<file path="src/rtl/core/zsbi_pkg.sv">
// package with the item types and status codes of the zlib stored-block inflater
package zsbi_pkg;

   // adler-32 modulus and zlib header constants
   localparam logic [16:0] ADLER_MOD  = 17'd65521;
   localparam logic [3:0]  CM_DEFLATE = 4'd8;

   // status codes reported on the item that ends a stream
   localparam logic [3:0] ST_OK         = 4'd0;
   localparam logic [3:0] ST_TOO_SMALL  = 4'd1;
   localparam logic [3:0] ST_METHOD     = 4'd2;
   localparam logic [3:0] ST_HDR_CHECK  = 4'd3;
   localparam logic [3:0] ST_DICT       = 4'd4;
   localparam logic [3:0] ST_END_BLKHDR = 4'd5;
   localparam logic [3:0] ST_BTYPE      = 4'd6;
   localparam logic [3:0] ST_TRUNC_LEN  = 4'd7;
   localparam logic [3:0] ST_LEN_CHECK  = 4'd8;
   localparam logic [3:0] ST_EXCEEDS    = 4'd9;
   localparam logic [3:0] ST_OUT_SMALL  = 4'd10;
   localparam logic [3:0] ST_ADLER      = 4'd11;

   // streams with fewer bytes than this are reported as too small
   localparam logic [2:0] MIN_STREAM_BYTES = 3'd6;

   // one stream byte
   typedef struct packed {
      logic [7:0] stream_byte;
      logic       stream_end;
   } req_type;

   // one result item
   typedef struct packed {
      logic        payload_valid;
      logic [7:0]  payload_byte;
      logic        status_valid;
      logic [3:0]  status_code;
      logic [31:0] bytes_written;
   } rsp_type;

endpackage

</file>
<file path="src/rtl/core/zlib_stored_block_inflater_top.sv">
// top level of the zlib stored-block inflater
//
// Takes a zlib stream one byte per item and passes out the payload of its stored
// deflate blocks, checking the zlib header, LEN/NLEN of each block and the
// big-endian Adler-32 trailer. One item is accepted per clock cycle while
// req_stall is low; the parse state, the two Adler-32 sums and the output count
// are updated in a single step between the input and the result register.
// An item yields a result when it carries a payload byte or ends the stream
// (stream_end); the end item also carries the status and, when the status is ok,
// the number of payload bytes. The first error is held until the end item. A
// two-entry result buffer keeps the input flowing while the result side stalls;
// req_stall rises only when both entries are full. csr_write_data sets the
// output capacity per stream; write it only while the block is idle (unchecked).
module zlib_stored_block_inflater_top (
   input  logic              clock,
   input  logic              reset,
   input  logic              req_valid,
   output logic              req_stall,
   input  zsbi_pkg::req_type req_data,
   output logic              rsp_valid,
   input  logic              rsp_stall,
   output zsbi_pkg::rsp_type rsp_data,
   input  logic              csr_write_en,
   input  logic [31:0]       csr_write_data
);
   import zsbi_pkg::*;

   typedef enum logic [2:0] {
      PH_CMF,
      PH_FLG,
      PH_BLKHDR,
      PH_LENS,
      PH_COPY,
      PH_TRAILER,
      PH_DONE,
      PH_ERROR
   } phase_type;

   // configuration
   logic [31:0] capacity_ff;

   // stream state
   phase_type   phase_ff, phase_in;
   logic [1:0]  index_ff, index_in;
   logic [7:0]  first_ff, first_in;
   logic        final_ff, final_in;
   logic [15:0] len_ff, len_in;
   logic [7:0]  inv_lo_ff, inv_lo_in;
   logic [15:0] remain_ff, remain_in;
   logic [15:0] adler_lo_ff, adler_lo_in;
   logic [15:0] adler_hi_ff, adler_hi_in;
   logic [23:0] trailer_ff, trailer_in;
   logic [31:0] count_ff, count_in;
   logic [2:0]  count_sat_ff, count_sat_in;
   logic [3:0]  error_ff, error_in;

   // result buffer
   logic        out_valid_ff, skid_valid_ff;
   rsp_type     out_data_ff, skid_data_ff;

   logic        accept, pop, has_result, pay;
   logic [7:0]  b;
   rsp_type     result;
   logic [3:0]  code;

   // header check: 16-bit value mod 31 by folding 5-bit digits (32 = 1 mod 31)
   logic [15:0] hdr_word;
   logic [6:0]  fold1;
   logic [5:0]  fold2;
   logic        hdr_ok;

   // adler and capacity arithmetic
   logic [16:0] lo_sum, hi_sum;
   logic [15:0] lo_next;
   logic [32:0] cap_sum;
   logic        cap_over;

   assign b       = req_data.stream_byte;
   assign accept  = req_valid && !skid_valid_ff;
   assign pop     = out_valid_ff && !rsp_stall;
   assign req_stall = skid_valid_ff;
   assign rsp_valid = out_valid_ff;
   assign rsp_data  = out_data_ff;

   assign hdr_word = {first_ff, b};
   assign fold1 = {2'b0, hdr_word[4:0]} + {2'b0, hdr_word[9:5]}
                + {2'b0, hdr_word[14:10]} + {6'b0, hdr_word[15]};
   assign fold2 = {1'b0, fold1[4:0]} + {4'b0, fold1[6:5]};
   assign hdr_ok = (fold2 == 6'd0) || (fold2 == 6'd31);

   // running sums stay below the modulus, so one subtract each
   assign lo_sum  = {1'b0, adler_lo_ff} + {9'b0, b};
   assign lo_next = (lo_sum >= ADLER_MOD) ? 16'(lo_sum - ADLER_MOD) : lo_sum[15:0];
   assign hi_sum  = {1'b0, adler_hi_ff} + {1'b0, lo_next};

   assign cap_sum  = {1'b0, count_ff} + {17'b0, len_ff};
   assign cap_over = cap_sum > {1'b0, capacity_ff};

   // parse step for one byte
   always_comb begin
      phase_in     = phase_ff;
      index_in     = index_ff;
      first_in     = first_ff;
      final_in     = final_ff;
      len_in       = len_ff;
      inv_lo_in    = inv_lo_ff;
      remain_in    = remain_ff;
      adler_lo_in  = adler_lo_ff;
      adler_hi_in  = adler_hi_ff;
      trailer_in   = trailer_ff;
      count_in     = count_ff;
      error_in     = error_ff;
      count_sat_in = (count_sat_ff != 3'd7) ? count_sat_ff + 3'd1 : count_sat_ff;
      pay          = 1'b0;
      unique case (phase_ff)
         PH_CMF: begin
            first_in = b;
            phase_in = PH_FLG;
         end
         PH_FLG: begin
            if (first_ff[3:0] != CM_DEFLATE) begin
               error_in = ST_METHOD;
               phase_in = PH_ERROR;
            end else if (!hdr_ok) begin
               error_in = ST_HDR_CHECK;
               phase_in = PH_ERROR;
            end else if (b[5]) begin
               error_in = ST_DICT;
               phase_in = PH_ERROR;
            end else begin
               phase_in = PH_BLKHDR;
            end
         end
         PH_BLKHDR: begin
            if (b[2:1] != 2'b00) begin
               error_in = ST_BTYPE;
               phase_in = PH_ERROR;
            end else begin
               final_in = b[0];
               phase_in = PH_LENS;
               index_in = 2'd0;
            end
         end
         PH_LENS: begin
            case (index_ff)
               2'd0:    len_in = {8'h00, b};
               2'd1:    len_in = {b, len_ff[7:0]};
               2'd2:    inv_lo_in = b;
               default: ;
            endcase
            if (index_ff != 2'd3) begin
               index_in = index_ff + 2'd1;
            end else if ((len_ff ^ 16'hFFFF) != {b, inv_lo_ff}) begin
               error_in = ST_LEN_CHECK;
               phase_in = PH_ERROR;
            end else if (cap_over) begin
               error_in = ST_OUT_SMALL;
               phase_in = PH_ERROR;
            end else if (len_ff == 16'd0) begin
               phase_in = final_ff ? PH_TRAILER : PH_BLKHDR;
               index_in = 2'd0;
            end else begin
               remain_in = len_ff;
               phase_in  = PH_COPY;
            end
         end
         PH_COPY: begin
            pay         = 1'b1;
            adler_lo_in = lo_next;
            adler_hi_in = (hi_sum >= ADLER_MOD) ? 16'(hi_sum - ADLER_MOD) : hi_sum[15:0];
            count_in    = count_ff + 32'd1;
            remain_in   = remain_ff - 16'd1;
            if (remain_ff == 16'd1) begin
               phase_in = final_ff ? PH_TRAILER : PH_BLKHDR;
               index_in = 2'd0;
            end
         end
         PH_TRAILER: begin
            trailer_in = {trailer_ff[15:0], b};
            if (index_ff != 2'd3) begin
               index_in = index_ff + 2'd1;
            end else if ({trailer_ff, b} != {adler_hi_ff, adler_lo_ff}) begin
               error_in = ST_ADLER;
               phase_in = PH_ERROR;
            end else begin
               phase_in = PH_DONE;
            end
         end
         PH_DONE, PH_ERROR: ;
      endcase

      // status as seen after this byte
      if (count_sat_in < MIN_STREAM_BYTES) begin
         code = ST_TOO_SMALL;
      end else begin
         case (phase_in)
            PH_ERROR:  code = error_in;
            PH_DONE:   code = ST_OK;
            PH_BLKHDR: code = ST_END_BLKHDR;
            PH_LENS:   code = ST_TRUNC_LEN;
            PH_COPY:   code = ST_EXCEEDS;
            default:   code = ST_ADLER;
         endcase
      end

      result.payload_valid = pay;
      result.payload_byte  = pay ? b : 8'h00;
      result.status_valid  = req_data.stream_end;
      result.status_code   = req_data.stream_end ? code : ST_OK;
      result.bytes_written = (req_data.stream_end && code == ST_OK) ? count_in : 32'd0;
      has_result = accept && (pay || req_data.stream_end);

      // end of stream returns all stream state to its reset value
      if (req_data.stream_end) begin
         phase_in     = PH_CMF;
         index_in     = 2'd0;
         first_in     = 8'h00;
         final_in     = 1'b0;
         len_in       = 16'd0;
         inv_lo_in    = 8'h00;
         remain_in    = 16'd0;
         adler_lo_in  = 16'd1;
         adler_hi_in  = 16'd0;
         trailer_in   = 24'd0;
         count_in     = 32'd0;
         count_sat_in = 3'd0;
         error_in     = ST_OK;
      end
   end

   // stream state and configuration register
   always_ff @(posedge clock) begin
      if (reset) begin
         capacity_ff  <= 32'hFFFF_FFFF;
         phase_ff     <= PH_CMF;
         index_ff     <= 2'd0;
         first_ff     <= 8'h00;
         final_ff     <= 1'b0;
         len_ff       <= 16'd0;
         inv_lo_ff    <= 8'h00;
         remain_ff    <= 16'd0;
         adler_lo_ff  <= 16'd1;
         adler_hi_ff  <= 16'd0;
         trailer_ff   <= 24'd0;
         count_ff     <= 32'd0;
         count_sat_ff <= 3'd0;
         error_ff     <= ST_OK;
      end else begin
         if (csr_write_en) begin
            capacity_ff <= csr_write_data;
         end
         if (accept) begin
            phase_ff     <= phase_in;
            index_ff     <= index_in;
            first_ff     <= first_in;
            final_ff     <= final_in;
            len_ff       <= len_in;
            inv_lo_ff    <= inv_lo_in;
            remain_ff    <= remain_in;
            adler_lo_ff  <= adler_lo_in;
            adler_hi_ff  <= adler_hi_in;
            trailer_ff   <= trailer_in;
            count_ff     <= count_in;
            count_sat_ff <= count_sat_in;
            error_ff     <= error_in;
         end
      end
   end

   // result register with one skid entry
   always_ff @(posedge clock) begin
      if (reset) begin
         out_valid_ff  <= 1'b0;
         skid_valid_ff <= 1'b0;
      end else if (skid_valid_ff) begin
         if (pop) begin
            out_data_ff   <= skid_data_ff;
            skid_valid_ff <= 1'b0;
         end
      end else if (has_result) begin
         if (!out_valid_ff || pop) begin
            out_data_ff  <= result;
            out_valid_ff <= 1'b1;
         end else begin
            skid_data_ff  <= result;
            skid_valid_ff <= 1'b1;
         end
      end else if (pop) begin
         out_valid_ff <= 1'b0;
      end
   end

   // skid entry is only used behind a full result register
   assert property (@(posedge clock) disable iff (reset)
      skid_valid_ff |-> out_valid_ff)
      else $error("skid entry holds an item while the result register is empty");

   // an end item leaves the parser ready for a new stream
   assert property (@(posedge clock) disable iff (reset)
      (accept && req_data.stream_end) |=> (phase_ff == PH_CMF && count_ff == 32'd0))
      else $error("stream state not cleared after end item");

   // adler sums stay reduced
   assert property (@(posedge clock) disable iff (reset)
      (adler_lo_ff < ADLER_MOD[15:0]) && (adler_hi_ff < ADLER_MOD[15:0]))
      else $error("adler sum out of range");

   // copying always has bytes left
   assert property (@(posedge clock) disable iff (reset)
      (phase_ff == PH_COPY) |-> (remain_ff != 16'd0))
      else $error("copy phase with no bytes remaining");

   // failing status never reports a byte count
   assert property (@(posedge clock) disable iff (reset)
      (out_valid_ff && out_data_ff.status_code != ST_OK) |-> (out_data_ff.bytes_written == 32'd0))
      else $error("byte count reported with an error status");

endmodule
</file>
<file path="config.mk">
export PLATFORM = sky130hd
export DESIGN_NAME = zlib_stored_block_inflater_top
export DESIGN_NICKNAME = d
export VERILOG_FILES = /design/src/rtl/core/zsbi_pkg.sv /design/src/rtl/core/zlib_stored_block_inflater_top.sv
export SDC_FILE = /design/constraint.sdc
export NUM_CORES = 1
export LEC_CHECK = 0
export BUFFER_PORTS_ARGS = -buffer_cell sky130_fd_sc_hd__buf_2
export CORE_AREA = 2 2 173 175
export DETAILED_ROUTE_END_ITERATION = 7
export DIE_AREA = 0 0 175 177
export PLACE_DENSITY_LB_ADDON = 0.2
export SYNTH_ARGS = -nofsm -noshare
export SYNTH_HDL_FRONTEND = slang
export SYNTH_SLANG_ARGS = --single-unit
</file>
<file path="constraint.sdc">
create_clock -name clock -period 8.1 [get_ports clock]
set_input_delay 1.62 -clock clock [delete_from_list [all_inputs] [get_ports clock]]
set_output_delay 1.62 -clock clock [all_outputs]
set_load 0.005 [all_outputs]
</file>
# After elaboration in Yosys (flattened, before gate mapping)
# Cells that the tools add are included.
dict set report word_totals {
  elab_cells 202
  register_bits 275
  mem_count 0
  romBits 0
  out_inout_bits 48
  mem_bits_rw 0
  latch_bits 0
  in_bits 46
}
dict set report classes {
  shift 0
  eq_ne 33
  div_mod_pow 0
  bitwise_logic 4
  n_addsub 13
  n_mul 0
  mux 80
  magnitude_cmp 4
  reduce_logical 41
}
# op n
set op_table {}
lappend op_table {{$mux W16} 13}
lappend op_table {{$mux W46} 4}
lappend op_table {{$mux W32} 3}
lappend op_table {{$pmux W16 S2} 2}
lappend op_table {{$mux W24} 2}
lappend op_table {{$mux W4} 12}
lappend op_table {{$mux W8} 6}
lappend op_table {{$mux W3} 14}
lappend op_table {{$ge A17 B16 Y1 const B} 2}
lappend op_table {{$add A32 B16 Y33} 1}
lappend op_table {{$gt A33 B32 Y1} 1}
lappend op_table {{$add A32 B1 Y32 const B} 1}
lappend op_table {{$ne A32 B32 Y1} 1}
lappend op_table {{$sub A16 B16 Y16 const B} 2}
lappend op_table {{$ne A3 B3 Y1 const B} 8}
lappend op_table {{$reduce_bool A2 Y1} 11}
lappend op_table {{$pmux W4 S5} 1}
lappend op_table {{$pmux W3 S6} 1}
lappend op_table {{$add A16 B16 Y17} 1}
lappend op_table {{$add A16 B8 Y17} 1}
lappend op_table {{$eq A16 B1 Y1 const B} 1}
lappend op_table {{$logic_not A16 Y1} 1}
lappend op_table {{$mux W2} 8}
lappend op_table {{$ne A16 B16 Y1} 1}
lappend op_table {{other kinds (36)} 77}

# Logic depth before layout (Yosys ltp)
dict set report depth {
  depth_word 18
  mapped_depth 26
  depth_no_buf 24
}

# Least setup slack after synthesis
# OpenSTA, ideal clock, no wires.
dict set report synth_path {
  path_type {input-to-reg}
  startpoint {in req_data[1] (netlist name)}
  endpoint {reg adler_hi_ff[9]}
  arrival_time_ns 7.523
  t_required_ns 7.983
  path_buffers 0
  path_slack_ns 0.460
  path_stages 21
  setup_ns 0.117
  path_cell_list {ha_1 -> fa_1 -> a21o_1 -> nand2b_1 -> a31oi_1 -> o311a_1 -> xnor2_1 -> a2111oi_0 -> nand4_1 -> a2111oi_2 -> nor2_1 -> ha_1 -> a211o_1 -> or3_1 -> nand3_1 -> xor2_1 -> or4_1 -> a211oi_1 -> a31oi_1 -> or3_1 -> a32o_1}
}
dict set report synth_via {
  elab_chain_cells 8
  word_cells_on_any_way 10
  cone_classes {4 x add/sub; 2 x order compare; 4 x mux}
}
# element line
set synth_rtl {}
lappend synth_rtl {{from (decl)} zlib_stored_block_inflater_top.sv:19} ;# input zsbi_pkg::req_type req_data,
lappend synth_rtl {{$add A16 B8 Y17 *} zlib_stored_block_inflater_top.sv:92} ;# assign lo_sum = {1'b0, adler_lo_ff} + {9'b0, b};
lappend synth_rtl {{$sub A16 B16 Y16 or $ge A17 B16 Y1 (tied branches)} zlib_stored_block_inflater_top.sv:93} ;# assign lo_next = (lo_sum >= ADLER_MOD) ? 16'(lo_sum - ADLER_MOD) : lo_sum[15:0];
lappend synth_rtl {{$mux W16 *} zlib_stored_block_inflater_top.sv:93}
lappend synth_rtl {{$add A16 B16 Y17 *} zlib_stored_block_inflater_top.sv:94} ;# assign hi_sum = {1'b0, adler_hi_ff} + {1'b0, lo_next};
lappend synth_rtl {{$sub A16 B16 Y16 or $ge A17 B16 Y1 (tied branches)} zlib_stored_block_inflater_top.sv:170} ;# adler_hi_in = (hi_sum >= ADLER_MOD) ? 16'(hi_sum - ADLER_MOD) : hi_sum[15:0];
lappend synth_rtl {{$mux W16 *} zlib_stored_block_inflater_top.sv:170}
lappend synth_rtl {{$mux W16 *} zlib_stored_block_inflater_top.sv:115} ;# unique case (phase_ff)
lappend synth_rtl {{$mux W16 *} zlib_stored_block_inflater_top.sv:214} ;# if (req_data.stream_end) begin
lappend synth_rtl {{to (signal assigned)} zlib_stored_block_inflater_top.sv:261} ;# adler_hi_ff <= adler_hi_in;
lappend synth_rtl {{to (decl)} zlib_stored_block_inflater_top.sv:51} ;# logic [15:0] adler_hi_ff, adler_hi_in;
# Every way passes the cells marked *; elsewhere a longest branch is shown, timed or not. The select of a mux whose other input is x is not followed.
# A chain may end at the register's enable or synchronous reset.

# Worst setup path after layout
# Ends and elaborated chain as after synthesis.

==> impl_metrics.ini <==
[route]
vias = 14900
drc = 0
routed_wl_um = 45000
drt-initial-drc-count = 1240
wl_per_cell_um = 18.6
ant_nets = 0
vias_per_cell = 6.13
dr.pass1.iters = 5

[synth]
async_flop_share_pct = 0
synth_seq_area_share_pct = 37.8
synth.largest_area_cell = dfxtp_1
synth-xor-area-share_pct = 7.58
ys.flop_type = dfxtp_1
synth.ff_latch_count = 275
synth_nets = 2112
netlist_top_cells_count = nor2_1 (250), nand2_1 (192), dfxtp_1 (183), a21oi_1 (116), clkbuf_1 (109)
synth_adder_area_share_pct = 7.88
synth_mux_area_share_pct = 1.02
synth-simple-area-share_pct = 19.4
syn_avg_cell_area_um2 = 8.65
synth-edff-count = 92
synth_top_family_by_area = compound AO/OA/AOI/OAI gates
ys_warn_count = 0
synth_top_area_share_pct = 21.6
synth_cell_types = 87
synth_compound_area_share_pct = 21.6
netlist_area_mm2 = 0.0170
synthTopCellsByArea = dfxtp_1 (22%), edfxtp_1 (16%), ha_1 (6.7%), nor2_1 (5.5%), xnor2_1 (4.6%)
yosysMostFrequentCell = nor2_1
postSynthCellCount = 1965

[timing]
rsz0062_at_grt = false
relSlewSlack_pct = 24.2
setup_viol = 0
final-max-slew-violation-count = 0
fmax_mhz = 133
finalSetupTns_ns = 0
clock_skew_ns = 0.0116
min_period_over_period_pct = 93.1
worstMarginPinSlew_ns = 1.13
min_period_ns = 7.54
hold_ws_ns = 0.471
hold_violations = 0

[grt]
grt_max_degree = 87
grt_pass1_vias = 14200
grt_use_total_pct = 28.5
grt-ovfl-total = 0
grt_pass1_wl_um = 72100
antenna_found_initial = 0

[worst_hold_path]
hp-class = register to register
whs_path_depth = 2
whs_endpoint = error_ff[0]
hold_start = error_ff[0]

[pwr]
p_leak_nw = 7.48
vdd_ir_drop_max_mv = 0.153
power_density_mw_per_mm2 = 165

[cts]
numCtsBuffers = 30
cts_root_buffer = clkbuf_16
tritoncts = built
cts_buffer_depth = 3
htreeDepth = 1
clkSlewWorstSetupHoldPaths_ns = 0.06
cts_num_sinks = 275
cts_hold_buf = 0
clk_latency_ns = 0.56

[floorplan]
die-area_mm2 = 0.0310
core_area_mm2 = 0.0292
die_h_um = 177
die_w_um = 175
initial_utilization_pct = 58.1
core.rowCount = 63
io_pins = 94

[setup_path]
cp_max_fo = 6
max_stage_delay_ns = 0.60
crit_type = input port to register
path_buf_inv = 2
cpMaxStageDelayCell = or4_1
crit_arrival_ns = 7.99
reg2reg_from = adler_lo_ff[0]
rr_endpoint = adler_hi_ff[9]
reg2reg_depth = 24
required_ns = 8.55
end_kind = register
crit_top_cell = xnor2_1
cp-start-kind = input port
r2r_slack_ns = 1.37
path_delay_family = compound AO/OA/AOI/OAI gates

[job]
max_cap_viol_count = 0

[status]
status = finished, final reports clean

[placed_design]
gp_congestion = 0.948
dp_hpwl_um = 32800
port_buffers = 93

[layout]
final_nets = 2158
area_growth_pct = 10.8
drive_gt1_share_pct = 12.1
fillerInstances = 2468
antenna_cells = 0
-- flip-flops by register name (all words and copies together), names as in the netlist, 2 cells and up --
signal,count
capacity_ff,32
rsp_data,46
count_ff,32
adler_hi_ff,16
adler_lo_ff,16
count_sat_ff,3
inv_lo_ff,8
error_ff,4
phase_ff,3
len_ff,16
remain_ff,16
skid_data_ff,46
trailer_ff,24
first_ff,8
index_ff,2
-- timing repair --
item	CTS	global route
resized for setup	0	2
setup buffers	0	1
setup endpoints to repair	0	4
-- per-layer routing --
layer | global-route usage, % | up-vias | routed length [um]
met3 | 3.22 | 108 | 2560
met4 | 12.4 | 0 | 1870
met2 | 50.7 | 550 | 22300
li1 | - | 7203 | -
met1 | 34.8 | 6997 | 18300
met5 | 0 | - | 0
-- layout by cell type, fill, tap and decap left out, types with 40 or more instances in the layout --
cell and n:
dfxtp_1 182, a21oi_1 116, edfxtp_1 92, o211ai_1 40
buf_2 92, nand2_1 192, ha_1 91, o21ai_0 84
xnor2_1 90, xor2_1 52, buf_4 41, a22oi_1 68
inv_1 78, nand3_1 57, nor2_1 250
-- cell families after synthesis --
logic type | Yosys count
xor gates and xnor gates | 144
DFF | 275
adders and majority gates | 101
and+or+nand+nor | 710
AOI/OAI and AO/OA | 518
buffers and inverters | 201
muxes | 16
-- power breakdown --
part	internal, W	switching (W)	leakage [nW]	total [W]
Sequential	0.00144	0.0000111	2.33	0.00145
Combinational	0.000101	0.000181	4.67	0.000282
Clock	0.000798	0.000566	0.487	0.00136
Total	0.00234	0.000759	7.48	0.00310
-- worst reg2reg max path, stage by stage, from the launching register on --
cell	delay, ns
dfxtp_1	0.35
ha_1	0.22
fa_1	0.43
a21o_1	0.19
nand2b_1	0.12
a31oi_1	0.11
o311a_1	0.39
xnor2_1	0.16
a2111oi_1	0.47
nand4_1	0.30
nand2_1	0.24
xnor2_1	0.18
ha_1	0.22
inv_1	0.06
fa_1	0.40
nor2b_1	0.18
o2111a_1	0.25
o31ai_1	0.09
a21oi_1	0.27
xnor2_1	0.13
or4_1	0.60
a211oi_1	0.36
a31oi_1	0.27
or3_1	0.38
a32o_1	0.25
-- worst max-delay path by stage --
stage / from / endpoint / slack (ns) / cells after the start
final: req_data[1] / adler_hi_ff[9] / 0.56 / 25
after global routing: req_data[1] / adler_hi_ff[9] / 0.008 / 24
after CTS: req_data[1] / adler_hi_ff[9] / 0.43 / 23
after detailed placement: req_data[1] / adler_hi_ff[9] / -0.12 / 23
after global placement: req_data[1] / adler_hi_ff[8] / 0.20 / 26
after floorplan: req_data[1] / adler_hi_ff[9] / 0.46 / 21
-- stage by stage --
step	cells	setup WS, ns	util [%]	area (um2)	total power [W]
2_1_floorplan	1965	0.460	-	17000	0.00168
3_3_place_gp	2368	0.201	60.9	17800	0.00176
3_5_place_dp	2368	-0.115	60.9	17800	0.00176
4_1_cts	2424	0.435	64.3	18800	0.00312
5_1_grt	2425	0.00768	64.4	18800	0.00320
6_report	2425	0.557	64.4	18800	0.00310
-- layout make-up --
class / instances / area (um2) / share of cell area [%]
Sequential cell: 275 / 6430 / 34.2
Clock buffer: 42 / 847 / 4.50
Timing Repair Buffer: 135 / 808 / 4.29
Tap cell: 390 / 488 / 2.59
Inverter: 80 / 300 / 1.59
Multi-Input combinational cell: 1489 / 9800 / 52.1
Clock inverter: 14 / 151 / 0.804
No activity file was read; power rests on OpenSTA's default activity.
